`src/rtl/szn_pkg.sv`:
```
`default_nettype none
package szn_pkg;

  // Geometry and angle precision.
  localparam int MAX_WIDTH = 4096;
  localparam int MAX_HEIGHT = 4096;
  localparam int ANGLE_BITS = 16;
  localparam int FRAC = ANGLE_BITS - 2;
  localparam int CORDIC_ITERS = (FRAC < 24) ? FRAC : 24;
  localparam int DIV_STEPS = 16;
  localparam int CNT_W = (CORDIC_ITERS > DIV_STEPS) ? $clog2(CORDIC_ITERS) : $clog2(DIV_STEPS);

  localparam int COL_W = (MAX_WIDTH > 1) ? $clog2(MAX_WIDTH) : 1;
  localparam int ROW_W = (MAX_HEIGHT > 1) ? $clog2(MAX_HEIGHT) : 1;
  localparam int CMP_W = (COL_W + 1 > 13) ? COL_W + 1 : 13;
  localparam int ROWC_W = ROW_W + 1;

  // Datapath widths.
  localparam int MX_W = 21 + COL_W + 2;
  localparam int MY_W = 21 + ROW_W + 2;
  localparam int XY_W = ((MX_W > MY_W) ? MX_W : MY_W) + 1;
  localparam int CW = XY_W + 6;
  localparam int ZW = FRAC + 4;
  localparam int H_W = 37;
  localparam int PL_W = ZW + 18;
  localparam int LON_SH_L = (FRAC <= 14) ? 14 - FRAC : 0;
  localparam int LON_SH_R = (FRAC > 14) ? FRAC - 14 : 0;
  localparam int LT_W = PL_W + LON_SH_L;
  localparam int CZ_W = 35;
  localparam int R_W = CZ_W + 1;
  localparam int CLIP_W = 25;
  localparam int CFG_W = 21;
  localparam int CFG_IDX_W = 3;

  // Q2.30 constants, with the Q16 longitude factor and the clip ceiling.
  localparam longint HALF_PI_Q30 = 64'sd1686629713;
  localparam longint PI_Q30 = 64'sd3373259426;
  localparam longint TWO_PI_Q30 = 64'sd6746518852;
  localparam longint NOON_Q30 = 64'sd3373267314;
  localparam longint MINUTE_Q30 = 64'sd4685093;
  localparam longint LON_HOUR_Q16 = 64'sd65569;
  localparam longint INV_GAIN_Q30 = 64'sd652032875;
  localparam longint POLAR_DIST_K = 64'sd40138616;
  localparam logic [CLIP_W-1:0] CLIP_MAX = {CLIP_W{1'b1}};

  function automatic longint q30_to_f(input longint v);
    return (v + (longint'(1) <<< (29 - FRAC))) >>> (30 - FRAC);
  endfunction

  function automatic longint atan_q30(input int i);
    longint r;
    case (i)
      0: r = 843314857;
      1: r = 497837830;
      2: r = 263043837;
      3: r = 133525159;
      4: r = 67021687;
      5: r = 33543516;
      6: r = 16775851;
      7: r = 8388437;
      8: r = 4194283;
      9: r = 2097149;
      10: r = 1048576;
      11: r = 524288;
      12: r = 262144;
      13: r = 131072;
      14: r = 65536;
      15: r = 32768;
      16: r = 16384;
      17: r = 8192;
      18: r = 4096;
      19: r = 2048;
      20: r = 1024;
      21: r = 512;
      22: r = 256;
      23: r = 128;
      default: r = 0;
    endcase
    return r;
  endfunction

  function automatic longint atan_f(input int i);
    return q30_to_f(atan_q30(i));
  endfunction

  localparam longint PI_F = q30_to_f(PI_Q30);
  localparam longint HALF_PI_F = q30_to_f(HALF_PI_Q30);

  // Round a Q2.30 CORDIC output to Q1.15 with saturation.
  function automatic logic signed [15:0] to_q15(input logic signed [CW-1:0] v);
    logic signed [CW:0] r;
    r = ($signed({v[CW-1], v}) + $signed((CW + 1)'(16384))) >>> 15;
    if (r > $signed((CW + 1)'(32767))) return 16'sh7FFF;
    if (r < -$signed((CW + 1)'(32768))) return -16'sh8000;
    return 16'(r);
  endfunction

  typedef enum logic [CFG_IDX_W-1:0] {
    REG_STEP_X, REG_STEP_Y, REG_ORIGIN_X, REG_ORIGIN_Y,
    REG_ROW_WIDTH, REG_GMT_MINUTES, REG_SIN_DECL, REG_COS_DECL
  } cfg_reg_t;

  typedef enum logic [4:0] {
    OP_NONE, OP_LOAD, OP_POS, OP_V1_INIT, OP_V2_INIT, OP_LAT_INIT,
    OP_CORDIC_STEP, OP_H_MUL, OP_H_SUM, OP_H_MOD, OP_H_FOLD1, OP_H_FOLD2,
    OP_H_INIT, OP_CZ_Q, OP_CZ_M1, OP_CZ_M2, OP_CZ_SUM, OP_DIV_INIT,
    OP_DIV_STEP, OP_FINISH
  } dp_op_t;

  typedef struct packed {
    dp_op_t op;
    logic [CNT_W-1:0] step;
  } szn_cmd_t;

  typedef struct packed {
    logic pole;
  } szn_stat_t;

endpackage
`default_nettype wire

```
`src/rtl/szn_ctrl.sv`:
```
`default_nettype none
module szn_ctrl (
  input  logic                clk,
  input  logic                rst,
  input  logic                in_valid,
  output logic                in_ready,
  output logic                out_valid,
  input  logic                out_ready,
  input  szn_pkg::szn_stat_t  stat,
  output szn_pkg::szn_cmd_t   cmd
);
  import szn_pkg::*;

  typedef enum logic [4:0] {
    ST_IDLE, ST_POS, ST_V1_INIT, ST_V1_RUN, ST_V2_INIT, ST_V2_RUN,
    ST_LAT_INIT, ST_LAT_RUN, ST_H_MUL, ST_H_SUM, ST_H_MOD, ST_H_FOLD1,
    ST_H_FOLD2, ST_H_INIT, ST_H_RUN, ST_CZ_Q, ST_CZ_M1, ST_CZ_M2,
    ST_CZ_SUM, ST_DIV_INIT, ST_DIV_RUN, ST_FINISH
  } state_t;

  localparam logic [CNT_W-1:0] CORDIC_LAST = CNT_W'(CORDIC_ITERS - 1);
  localparam logic [CNT_W-1:0] DIV_LAST = CNT_W'(DIV_STEPS - 1);

  state_t state;
  logic [CNT_W-1:0] cnt;
  logic finish_go;

  assign finish_go = !out_valid || out_ready;

  always_comb begin
    cmd.step = cnt;
    case (state)
      ST_IDLE:     cmd.op = (in_valid && in_ready) ? OP_LOAD : OP_NONE;
      ST_POS:      cmd.op = OP_POS;
      ST_V1_INIT:  cmd.op = OP_V1_INIT;
      ST_V1_RUN:   cmd.op = OP_CORDIC_STEP;
      ST_V2_INIT:  cmd.op = OP_V2_INIT;
      ST_V2_RUN:   cmd.op = OP_CORDIC_STEP;
      ST_LAT_INIT: cmd.op = OP_LAT_INIT;
      ST_LAT_RUN:  cmd.op = OP_CORDIC_STEP;
      ST_H_MUL:    cmd.op = OP_H_MUL;
      ST_H_SUM:    cmd.op = OP_H_SUM;
      ST_H_MOD:    cmd.op = OP_H_MOD;
      ST_H_FOLD1:  cmd.op = OP_H_FOLD1;
      ST_H_FOLD2:  cmd.op = OP_H_FOLD2;
      ST_H_INIT:   cmd.op = OP_H_INIT;
      ST_H_RUN:    cmd.op = OP_CORDIC_STEP;
      ST_CZ_Q:     cmd.op = OP_CZ_Q;
      ST_CZ_M1:    cmd.op = OP_CZ_M1;
      ST_CZ_M2:    cmd.op = OP_CZ_M2;
      ST_CZ_SUM:   cmd.op = OP_CZ_SUM;
      ST_DIV_INIT: cmd.op = OP_DIV_INIT;
      ST_DIV_RUN:  cmd.op = OP_DIV_STEP;
      ST_FINISH:   cmd.op = finish_go ? OP_FINISH : OP_NONE;
      default:     cmd.op = OP_NONE;
    endcase
  end

  always_ff @(posedge clk) begin
    if (rst) begin
      state <= ST_IDLE;
      in_ready <= 1'b0;
      out_valid <= 1'b0;
      cnt <= '0;
    end else begin
      // The finish state sets the flag itself, so the taken result is cleared elsewhere only.
      if (out_valid && out_ready && state != ST_FINISH) out_valid <= 1'b0;
      case (state)
        ST_IDLE: begin
          if (in_valid && in_ready) begin
            in_ready <= 1'b0;
            state <= ST_POS;
          end else begin
            in_ready <= 1'b1;
          end
        end
        ST_POS: state <= ST_V1_INIT;
        ST_V1_INIT: begin
          cnt <= '0;
          state <= stat.pole ? ST_V2_INIT : ST_V1_RUN;
        end
        ST_V1_RUN: begin
          if (cnt == CORDIC_LAST) begin
            cnt <= '0;
            state <= ST_V2_INIT;
          end else begin
            cnt <= cnt + 1'b1;
          end
        end
        ST_V2_INIT: begin
          cnt <= '0;
          state <= ST_V2_RUN;
        end
        ST_V2_RUN: begin
          if (cnt == CORDIC_LAST) begin
            cnt <= '0;
            state <= ST_LAT_INIT;
          end else begin
            cnt <= cnt + 1'b1;
          end
        end
        ST_LAT_INIT: begin
          cnt <= '0;
          state <= ST_LAT_RUN;
        end
        ST_LAT_RUN: begin
          if (cnt == CORDIC_LAST) begin
            cnt <= '0;
            state <= ST_H_MUL;
          end else begin
            cnt <= cnt + 1'b1;
          end
        end
        ST_H_MUL:   state <= ST_H_SUM;
        ST_H_SUM:   state <= ST_H_MOD;
        ST_H_MOD:   state <= ST_H_FOLD1;
        ST_H_FOLD1: state <= ST_H_FOLD2;
        ST_H_FOLD2: state <= ST_H_INIT;
        ST_H_INIT: begin
          cnt <= '0;
          state <= ST_H_RUN;
        end
        ST_H_RUN: begin
          if (cnt == CORDIC_LAST) begin
            cnt <= '0;
            state <= ST_CZ_Q;
          end else begin
            cnt <= cnt + 1'b1;
          end
        end
        ST_CZ_Q:   state <= ST_CZ_M1;
        ST_CZ_M1:  state <= ST_CZ_M2;
        ST_CZ_M2:  state <= ST_CZ_SUM;
        ST_CZ_SUM: state <= ST_DIV_INIT;
        ST_DIV_INIT: begin
          cnt <= '0;
          state <= ST_DIV_RUN;
        end
        ST_DIV_RUN: begin
          if (cnt == DIV_LAST) begin
            cnt <= '0;
            state <= ST_FINISH;
          end else begin
            cnt <= cnt + 1'b1;
          end
        end
        ST_FINISH: begin
          if (finish_go) begin
            out_valid <= 1'b1;
            state <= ST_IDLE;
          end
        end
        default: state <= ST_IDLE;
      endcase
    end
  end

endmodule
`default_nettype wire

```
`config.mk`:
```
export PLATFORM = sky130hd
export DESIGN_NAME = szn_ctrl
export DESIGN_NICKNAME = d
export VERILOG_FILES = /design/src/rtl/szn_pkg.sv /design/src/rtl/szn_ctrl.sv
export SDC_FILE = /design/constraint.sdc
export NUM_CORES = 1
export LEC_CHECK = 0
export ABC_AREA = 1
export BUFFER_PORTS_ARGS = -buffer_cell sky130_fd_sc_hd__buf_2
export CAP_MARGIN = 25
export CORE_MARGIN = 4
export CORE_UTILIZATION = 40
export CTS_CLUSTER_DIAMETER = 60
export CTS_CLUSTER_SIZE = 24
export DETAILED_ROUTE_END_ITERATION = 8
export HOLD_SLACK_MARGIN = 0.03
export PLACE_DENSITY = 0.6
export SYNTH_ARGS = -nofsm -noshare
export SYNTH_HDL_FRONTEND = slang
export SYNTH_SLANG_ARGS = --single-unit
```
`constraint.sdc`:
```
create_clock -name clk -period 1.55 [get_ports clk]
set_input_delay 0.0775 -clock clk [delete_from_list [all_inputs] [get_ports clk]]
set_output_delay 0.0775 -clock clk [all_outputs]
set_load 0.03 [all_outputs]
```
[After elaboration in Yosys (flattened, before gate mapping)]
Cells that the tools add are included.
Word-level totals
  input port bits: 5
  output and inout port bits: 11
  word-level logic and storage cells: 65
  flip-flop bits (word level): 11
Operators by class
  reduce and logical (&&, ||, !) cells: 10
  add/subtract/negate cells: 1
  muxes and demuxes: 19
  equal/unequal tests: 31
Operator list (number)
  case mux 5 bit (22 select lines): 1
  case mux 5 bit (19 select lines): 1
  equality test 5 x 4 -> 1 bit, second input constant: 8
  two-way mux 5 bit: 8
  equality test 5 bit, second input constant: 6
  equality test 5 x 3 -> 1 bit, second input constant: 4
  != test 2 bit, second input constant: 7
  case mux 4 bit (3 select lines): 1
  equality test 5 x 2 -> 1 bit, second input constant: 2
  equality test 4 bit, second input constant: 2
  two-way mux 4 bit: 2
  AND reduction 7 bit: 1
  equality test 5 x 1 -> 1 bit, second input constant: 1
  zero test 5 bit: 1
  two-way mux 1 bit: 5
  != test 5 bit, second input constant: 1
  OR reduction 5 bit: 1
  adder 4 x 1 -> 4 bit, second input constant: 1
  OR reduction 4 bit: 1
  logical AND 1 bit: 3
  two-way mux 3 bit: 1
  nonzero test 3 bit: 1
  zero test 1 bit: 1
  logical OR 1 bit: 1

[Longest topological paths before layout]
Gate-level depths: netlist of run 1.
  word-level depth: 5
  mapped depth: 11

[Worst setup path before layout of run 1]
No wires, ideal clock.
  kind: register to output
  start: register state[4]
  end: output port cmd[8] in the netlist's numbering
  stages on the path, launching flop included: 6
  path slack: -0.059 ns
  buffers on the path: 1
  data arrival time: 1.531 ns
  cell sequence: dfxtp_1 > buf_4 > inv_1 > nor2_1 > inv_1 > o21ai_0
RTL lines
  from (decl): RTL line szn_ctrl.sv:24  | state_t state;
  from (signal assigned): RTL line szn_ctrl.sv:80  | state <= stat.pole ? ST_V2_INIT : ST_V1_RUN;
  to (decl): RTL line szn_ctrl.sv:10  | output szn_pkg::szn_cmd_t cmd

==> metrics.txt, run 1 <==
status=complete, but fails checks; failing checks=setup timing; unrepaired setup endpoints after global routing=true; most frequent cells in the layout=43 x nand2_1, 22 x nand2_2, 22 x buf_4; Reg clk slew, reported paths=around 0.080 ns; row cnt=19; max-slew violation count=0; most crowded layer after global routing=met2; wire length of the first global-routing pass=approximately 5.8 mm; most common cell after layout, fill and taps aside=nand2_1; Hold-fix buffers, CTS=0; Worst Setup End Kind=output pin; Port Buffer Count=15; Seq cells post-synth=11; CP required=1.47 ns; Critical Path Source Type=register; worst skew pair latency=roughly 0.27 ns; sequential share of the synthesized area=19.4%; P&R area growth vs syn=56.2%; setup ws final=-0.0800 ns; Fill cells=240; Final period util=105%; f_max=approximately 600 MHz; DIE HEIGHT=61.3 µm; IO Pins=16; Max-cap violations=0; Root Buffer=clkbuf_4; Net Count, Synth=approximately 200; Post-DRT Antenna Nets=0; Clock Path Buffers=2; cell area power density=roughly 1100 nW/µm²; kind of critical path=reg -> out; DRT Wirelength=3.94 mm; Slew Limit Headroom=roughly four fifths; GR Util met3=1.68%; P_leak=0.888 nW; Hold Path Class=in -> reg; Sum Neg Setup Slack=-0.255 ns; n_diodes=0; Cell Area, Synth=between 1000 and 1500 µm²; DRC=0; DP HPWL=approximately 2.7 mm; met2 Usage GRT=32.9%; Pre-Repair DR Iteration Count=4; M1 GR Usage=27.8%; antenna violations before repair=0; Overflow after GRT=0; GRT Overall Usage=21.0%; worst-path maximum fanout=5; DIE WIDTH=61.3 µm; CTS Buf Count=3; Final Critical Period=between 1.5 and 2 ns; final hold vios=0; critical path arrival=1.55 ns; die area=3750 µm²; Final #Nets=between 200 and 250; share of cells above drive strength 1=a little over half; CTS tree=done; Avg Inst Size Synth=approximately 5.8 µm²; Setup violations, final=5; Netlist cell types=27; core area=around 2700 µm²; Fin Clk Skew=between 0.004 and 0.005 ns; Via density=~5.5; Post-Synthesis Cells=194; TritonCTS Sinks=11; largest net degree at the start of global routing=9; Max rail drop VDD=976 µV; initial core utilization=41.5%; Pwr Total=around 2 mW; CTS H-tree depth=1; Synth Warn #=0; GP Congestion=roughly 0.92; vias in the first global route=roughly 1,300; number of DRC markers in iteration 0=107; Slew @ Worst Pin=between 0.3 and 0.4 ns; via count of the routed design=about 1,500; wire length per cell=between 10 and 15 µm
[synthesized netlist by cell type]
cell type  count  share of area, %
nand3b_1       3               2.0
nand3_2        4               3.5
or2_0          1              0.55
nand2_4        1              0.99
dfxtp_1       11                19
nand4_1        1              0.55
buf_4          1              0.66
buf_1          1              0.33
inv_2          5               1.7
nor2_2         6               3.3
nand2_1       65                21
inv_1         17               5.6
and3_1         1              0.55
nand3_4        2               3.1
nor2_1        28               9.3
nand3_1       17               7.5
o21ai_1        1              0.44
nor3_1         1              0.44
ha_1           2               2.2
nand2_2        4               2.2
o211ai_1       1              0.66
a21oi_1        7               3.1
nor2_4         4               4.0
o21ai_0        3               1.3
xnor2_1        2               1.5
a21oi_2        4               3.1
nor4_1         1              0.55
[worst paths after layout]
check | from | to | slack, ns | depth (start not counted)
min reg2reg | state[0] | state[0] | 0.55 | 2
max | state[3] | cmd[4] | -0.08 | 8
min | rst | state[1] | 0.1 | 2
max reg2reg | state[2] | state[4] | 0.01 | 10
[layout make-up]
class	count	area (µm²)	share of cell area, %
sequential	11	241	13.6
inverter	22	87.6	4.94
clock buffer	4	26.3	1.48
tap	31	38.8	2.19
multi-input combinational	159	1040	58.4
timing repair buffer	43	343	19.3
[layer usage]
layer / share of wire [%] / vias to the layer above
met5: 0 / -
met3: 8.2 / 18
li1: - / 705
met2: 46 / 78
met4: 4.7 / 0
met1: 41 / 691
[timing repair]
| action | CTS | global route |
|---|---|---|
| buffers inserted | 12 | 6 |
| endpoints found under the setup margin | 6 | 13 |
| pin swaps | 11 | 12 |
| endpoints found under the hold margin | 0 | 0 |
| resized for setup | 53 | 38 |
[per-stage QoR]
stage | hold slack (ns) | instances | util (%) | setup slack [ns] | area, µm²
floorplan | 0.284 | 194 | - | 0.114 | 1140
global placement | 0.376 | 250 | 48.6 | -0.147 | 1330
detailed placement | 0.382 | 250 | 48.6 | -0.0969 | 1330
CTS | 0.0891 | 264 | 58.0 | -0.0288 | 1590
global route | 0.107 | 270 | 64.9 | -0.153 | 1770
finish | 0.0984 | 270 | 64.9 | -0.0800 | 1770
[flip-flops by register name, summed over array words and instances (netlist names)]
name	cells
cnt	4
in_ready	1
out_valid	1
state	5
[critical path: stages (launching register included)]
cell	delay (ns)
dfxtp_4	0.38
inv_2	0.07
nand2_2	0.08
nor2_4	0.16
inv_2	0.06
o211ai_1	0.24
nor3_1	0.07
nand2_1	0.08
buf_6	0.13
[power by group]
group | internal [mW] | switching [mW]
combinational | 0.495 | 0.848
sequential | 0.354 | 0.0967
clock | 0.0998 | 0.104
[cells by family (layout without fill, tap and decap cells)]
logic type | count (synthesis) | in the layout | synth area share (%)
buffers and inverters | 24 | 69 | 8.27
adders and majority gates | 2 | 2 | 2.20
xor gates and xnor gates | 2 | 2 | 1.54
DFF | 11 | 11 | 19.4
and+or+nand+nor | 139 | 139 | 60.0
AOI/OAI and AO/OA | 16 | 16 | 8.60
Power figures use the tool's default switching activity.
==> inputs of run 2 (changes only) <==
- ABC_AREA: 1 -> 0
==> metrics.txt, run 2 <==
slowest stage delay, CP=0.49 ns; Via density=6.22; core area=2520 µm²; Synth Warn #=0; critical-path cell list=buf_12 -> nor4bb_1 -> o21a_1 -> o31ai_4 -> or4b_4 -> a31oi_1; wire length of the first global-routing pass=between 6 and 7 mm; Worst Setup End Kind=register; Synth Area in XOR/XNOR=0%; share of cells above drive strength 1=55.3%; Synth top cells by count=16 x a21oi_1, 16 x nand2_1, 16 x nor2_1; worst skew pair latency=about 0.28 ns; P_leak=about 0.76 nW; via count of the routed design=~1,500; Pre-Repair DR Iteration Count=4; max-slew violation count=0; largest family of logic cells by synthesized area=simple AND/OR/NAND/NOR gates; Net Count, Synth=about 160; Hold-fix buffers, CTS=0; Async S/R FF share, synth=0%; Slew Limit Headroom=approximately 76%; DRC=0; Root Buffer=clkbuf_4; kind of critical path=reg -> reg; final hold vios=0; n_diodes=0; Clock Path Buffers=2; largest net degree at the start of global routing=13; GRT Overall Usage=about 26%; Final #Nets=225; sequential share of the synthesized area=between 20% and 30%; Slew @ Worst Pin=0.357 ns; GP Congestion=0.939; placed cell area=around 1500 µm²; WHS=roughly 0.16 ns; Compound-Gate Fraction of Synth Area=32.7%; vias in the first global route=1,439; Fin Clk Skew=0.0155 ns; Avg Inst Size Synth=about 7 µm²; setup ws final=-0.245 ns; Post-DRT Antenna Nets=0; critical path arrival=roughly 2.0 ns; P&R area growth vs syn=79.4%; Simple-Gate Fraction of Synth Area=about a third; f_max=557 MHz; Max-cap violations=0; DRT Wirelength=roughly 4.4 mm; max reg flops=5; Regs by FF count=state x5, cnt x4; CTS tree=done; Synth area leader=dfxtp_1; Setup violations, final=12; post-route cell area=around 1900 µm²; Sum Neg Setup Slack=-1.46 ns; DIE HEIGHT=between 50 and 60 µm; Largest Register=state; die area=3570 µm²; pre-CTS WS=-0.284 ns; worst-path maximum fanout=6; CTS H-tree depth=1; unrepaired setup endpoints after global routing=true; critical path's slowest cell=or4b_4; ys flop type=dfxtp_1; Overflow after GRT=0; antenna violations before repair=0; row cnt=18; Cell Area, Synth=~1100 µm²; initial core utilization=approximately 42%; DP HPWL=2.67 mm; share of the synthesized area in the top cell type=around a fifth; Hold Path Class=in -> reg; Seq cells post-synth=11; Netlist cell types=45; CP required=about 1.8 ns; Post-synth EDFFs=0; Port Buffer Count=15; Critical Path Source Type=register; CTS Buf Count=3; DIE WIDTH=between 50 and 60 µm; TritonCTS Sinks=11; number of DRC markers in iteration 0=124; Adder-Cell Fraction of Synth Area=between 2 and 2.5%; Post-Synthesis Cells=between 150 and 200; top post-synthesis cells by area=dfxtp_1 21%, a21oi_1 7.5%, nand2_1 5.6%; IO Pins=16; most frequent cells in the layout=40 x buf_4, 16 x buf_6, 14 x nand2_1; cell area power density=between 1000 and 1500 nW/µm²; Finished Core Util=between 70% and 80%; Final period util=116%; Final Critical Period=~1.8 ns; wire length per cell=roughly 18 µm; Fill cells=~160; multiplexer area fraction after synthesis=roughly 4.0%; status=complete, but fails checks; Max rail drop VDD=~1100 µV; failing checks=setup timing; Reg clk slew, reported paths=around 0.09 ns; most common cell after layout, fill and taps aside=buf_4
-- run 2: cell count changes after synthesis, sizes merged, moves of 4 or more --
| cell | before | now |
|---|---|---|
| nand2 | 70 | 16 |
| nor2 | 38 | 16 |
| inv | 22 | 5 |
| nand3 | 23 | 6 |
| buf | 2 | 8 |
| clkbuf | 0 | 6 |
| nand2b | 0 | 6 |
| o21ai | 4 | 10 |
| a21oi | 11 | 16 |
| nor2b | 0 | 5 |
| a31oi | 0 | 4 |
| a32oi | 0 | 4 |
-- run 2: where the power goes --
part | switching, mW | internal (mW)
Sequential | 0.103 | 0.360
Clock | 0.111 | 0.0999
Combinational | 0.907 | 0.855
-- run 2: kinds of logic after synthesis --
group	count (synthesis)
adder cells (fa/ha/maj)	2
multiplexers	4
buffers and inverters	19
AND/OR/NAND/NOR	66
flip-flops	11
AO/OA/AOI/OAI	54
-- run 2: final timing paths --
| path | from | slack, ns | depth (start not counted) | endpoint |
|---|---|---|---|---|
| worst min register to register | cnt[0] | 0.50 | 2 | cnt[0] |
| worst min-delay path | rst | 0.16 | 2 | cnt[2] |
| worst max-delay path | state[2] | -0.25 | 6 | cnt[3] |
| worst max register to register | state[2] | -0.25 | 6 | cnt[3] |
-- run 2: final cells by class --
| class | instances | area (µm²) | share of cell area [%] |
|---|---|---|---|
| flip-flops and latches | 11 | 248 | 12.9 |
| inverters | 5 | 26.3 | 1.37 |
| multi-input cells | 126 | 978 | 50.9 |
| repair buffers | 71 | 606 | 31.5 |
| clock buffers | 4 | 26.3 | 1.37 |
| well taps | 30 | 37.5 | 1.95 |
-- run 2: metal layers --
layer | global-route usage [%] | up-vias | wire [µm]
met5 | 0 | - | 0
met4 | 7.91 | 0 | 80
met3 | 4.10 | 12 | 407
met2 | 40.3 | 98 | 2040
met1 | 35.5 | 733 | 1840
li1 | - | 694 | -
-- run 2: through the flow --
step           total power [mW]  cells
2_1_floorplan              1.22    156
3_3_place_gp               1.67    227
3_5_place_dp               1.70    227
4_1_cts                    2.17    243
5_1_grt                    2.57    247
6_report                   2.44    247
-- run 2: critical path: cells and delay by family (launching register included) --
family | cells | cell delay, ns
AOI/OAI and AO/OA | 3 | 0.60
buffers and inverters | 1 | 0.13
DFF | 1 | 0.38
and+or+nand+nor | 2 | 0.63
-- run 2: timing repair --
item,in CTS,in global routing
gates cloned,1,0
pin swaps,11,15
gates resized for setup,53,27
endpoints found under the setup margin,13,13
setup buffers,11,4
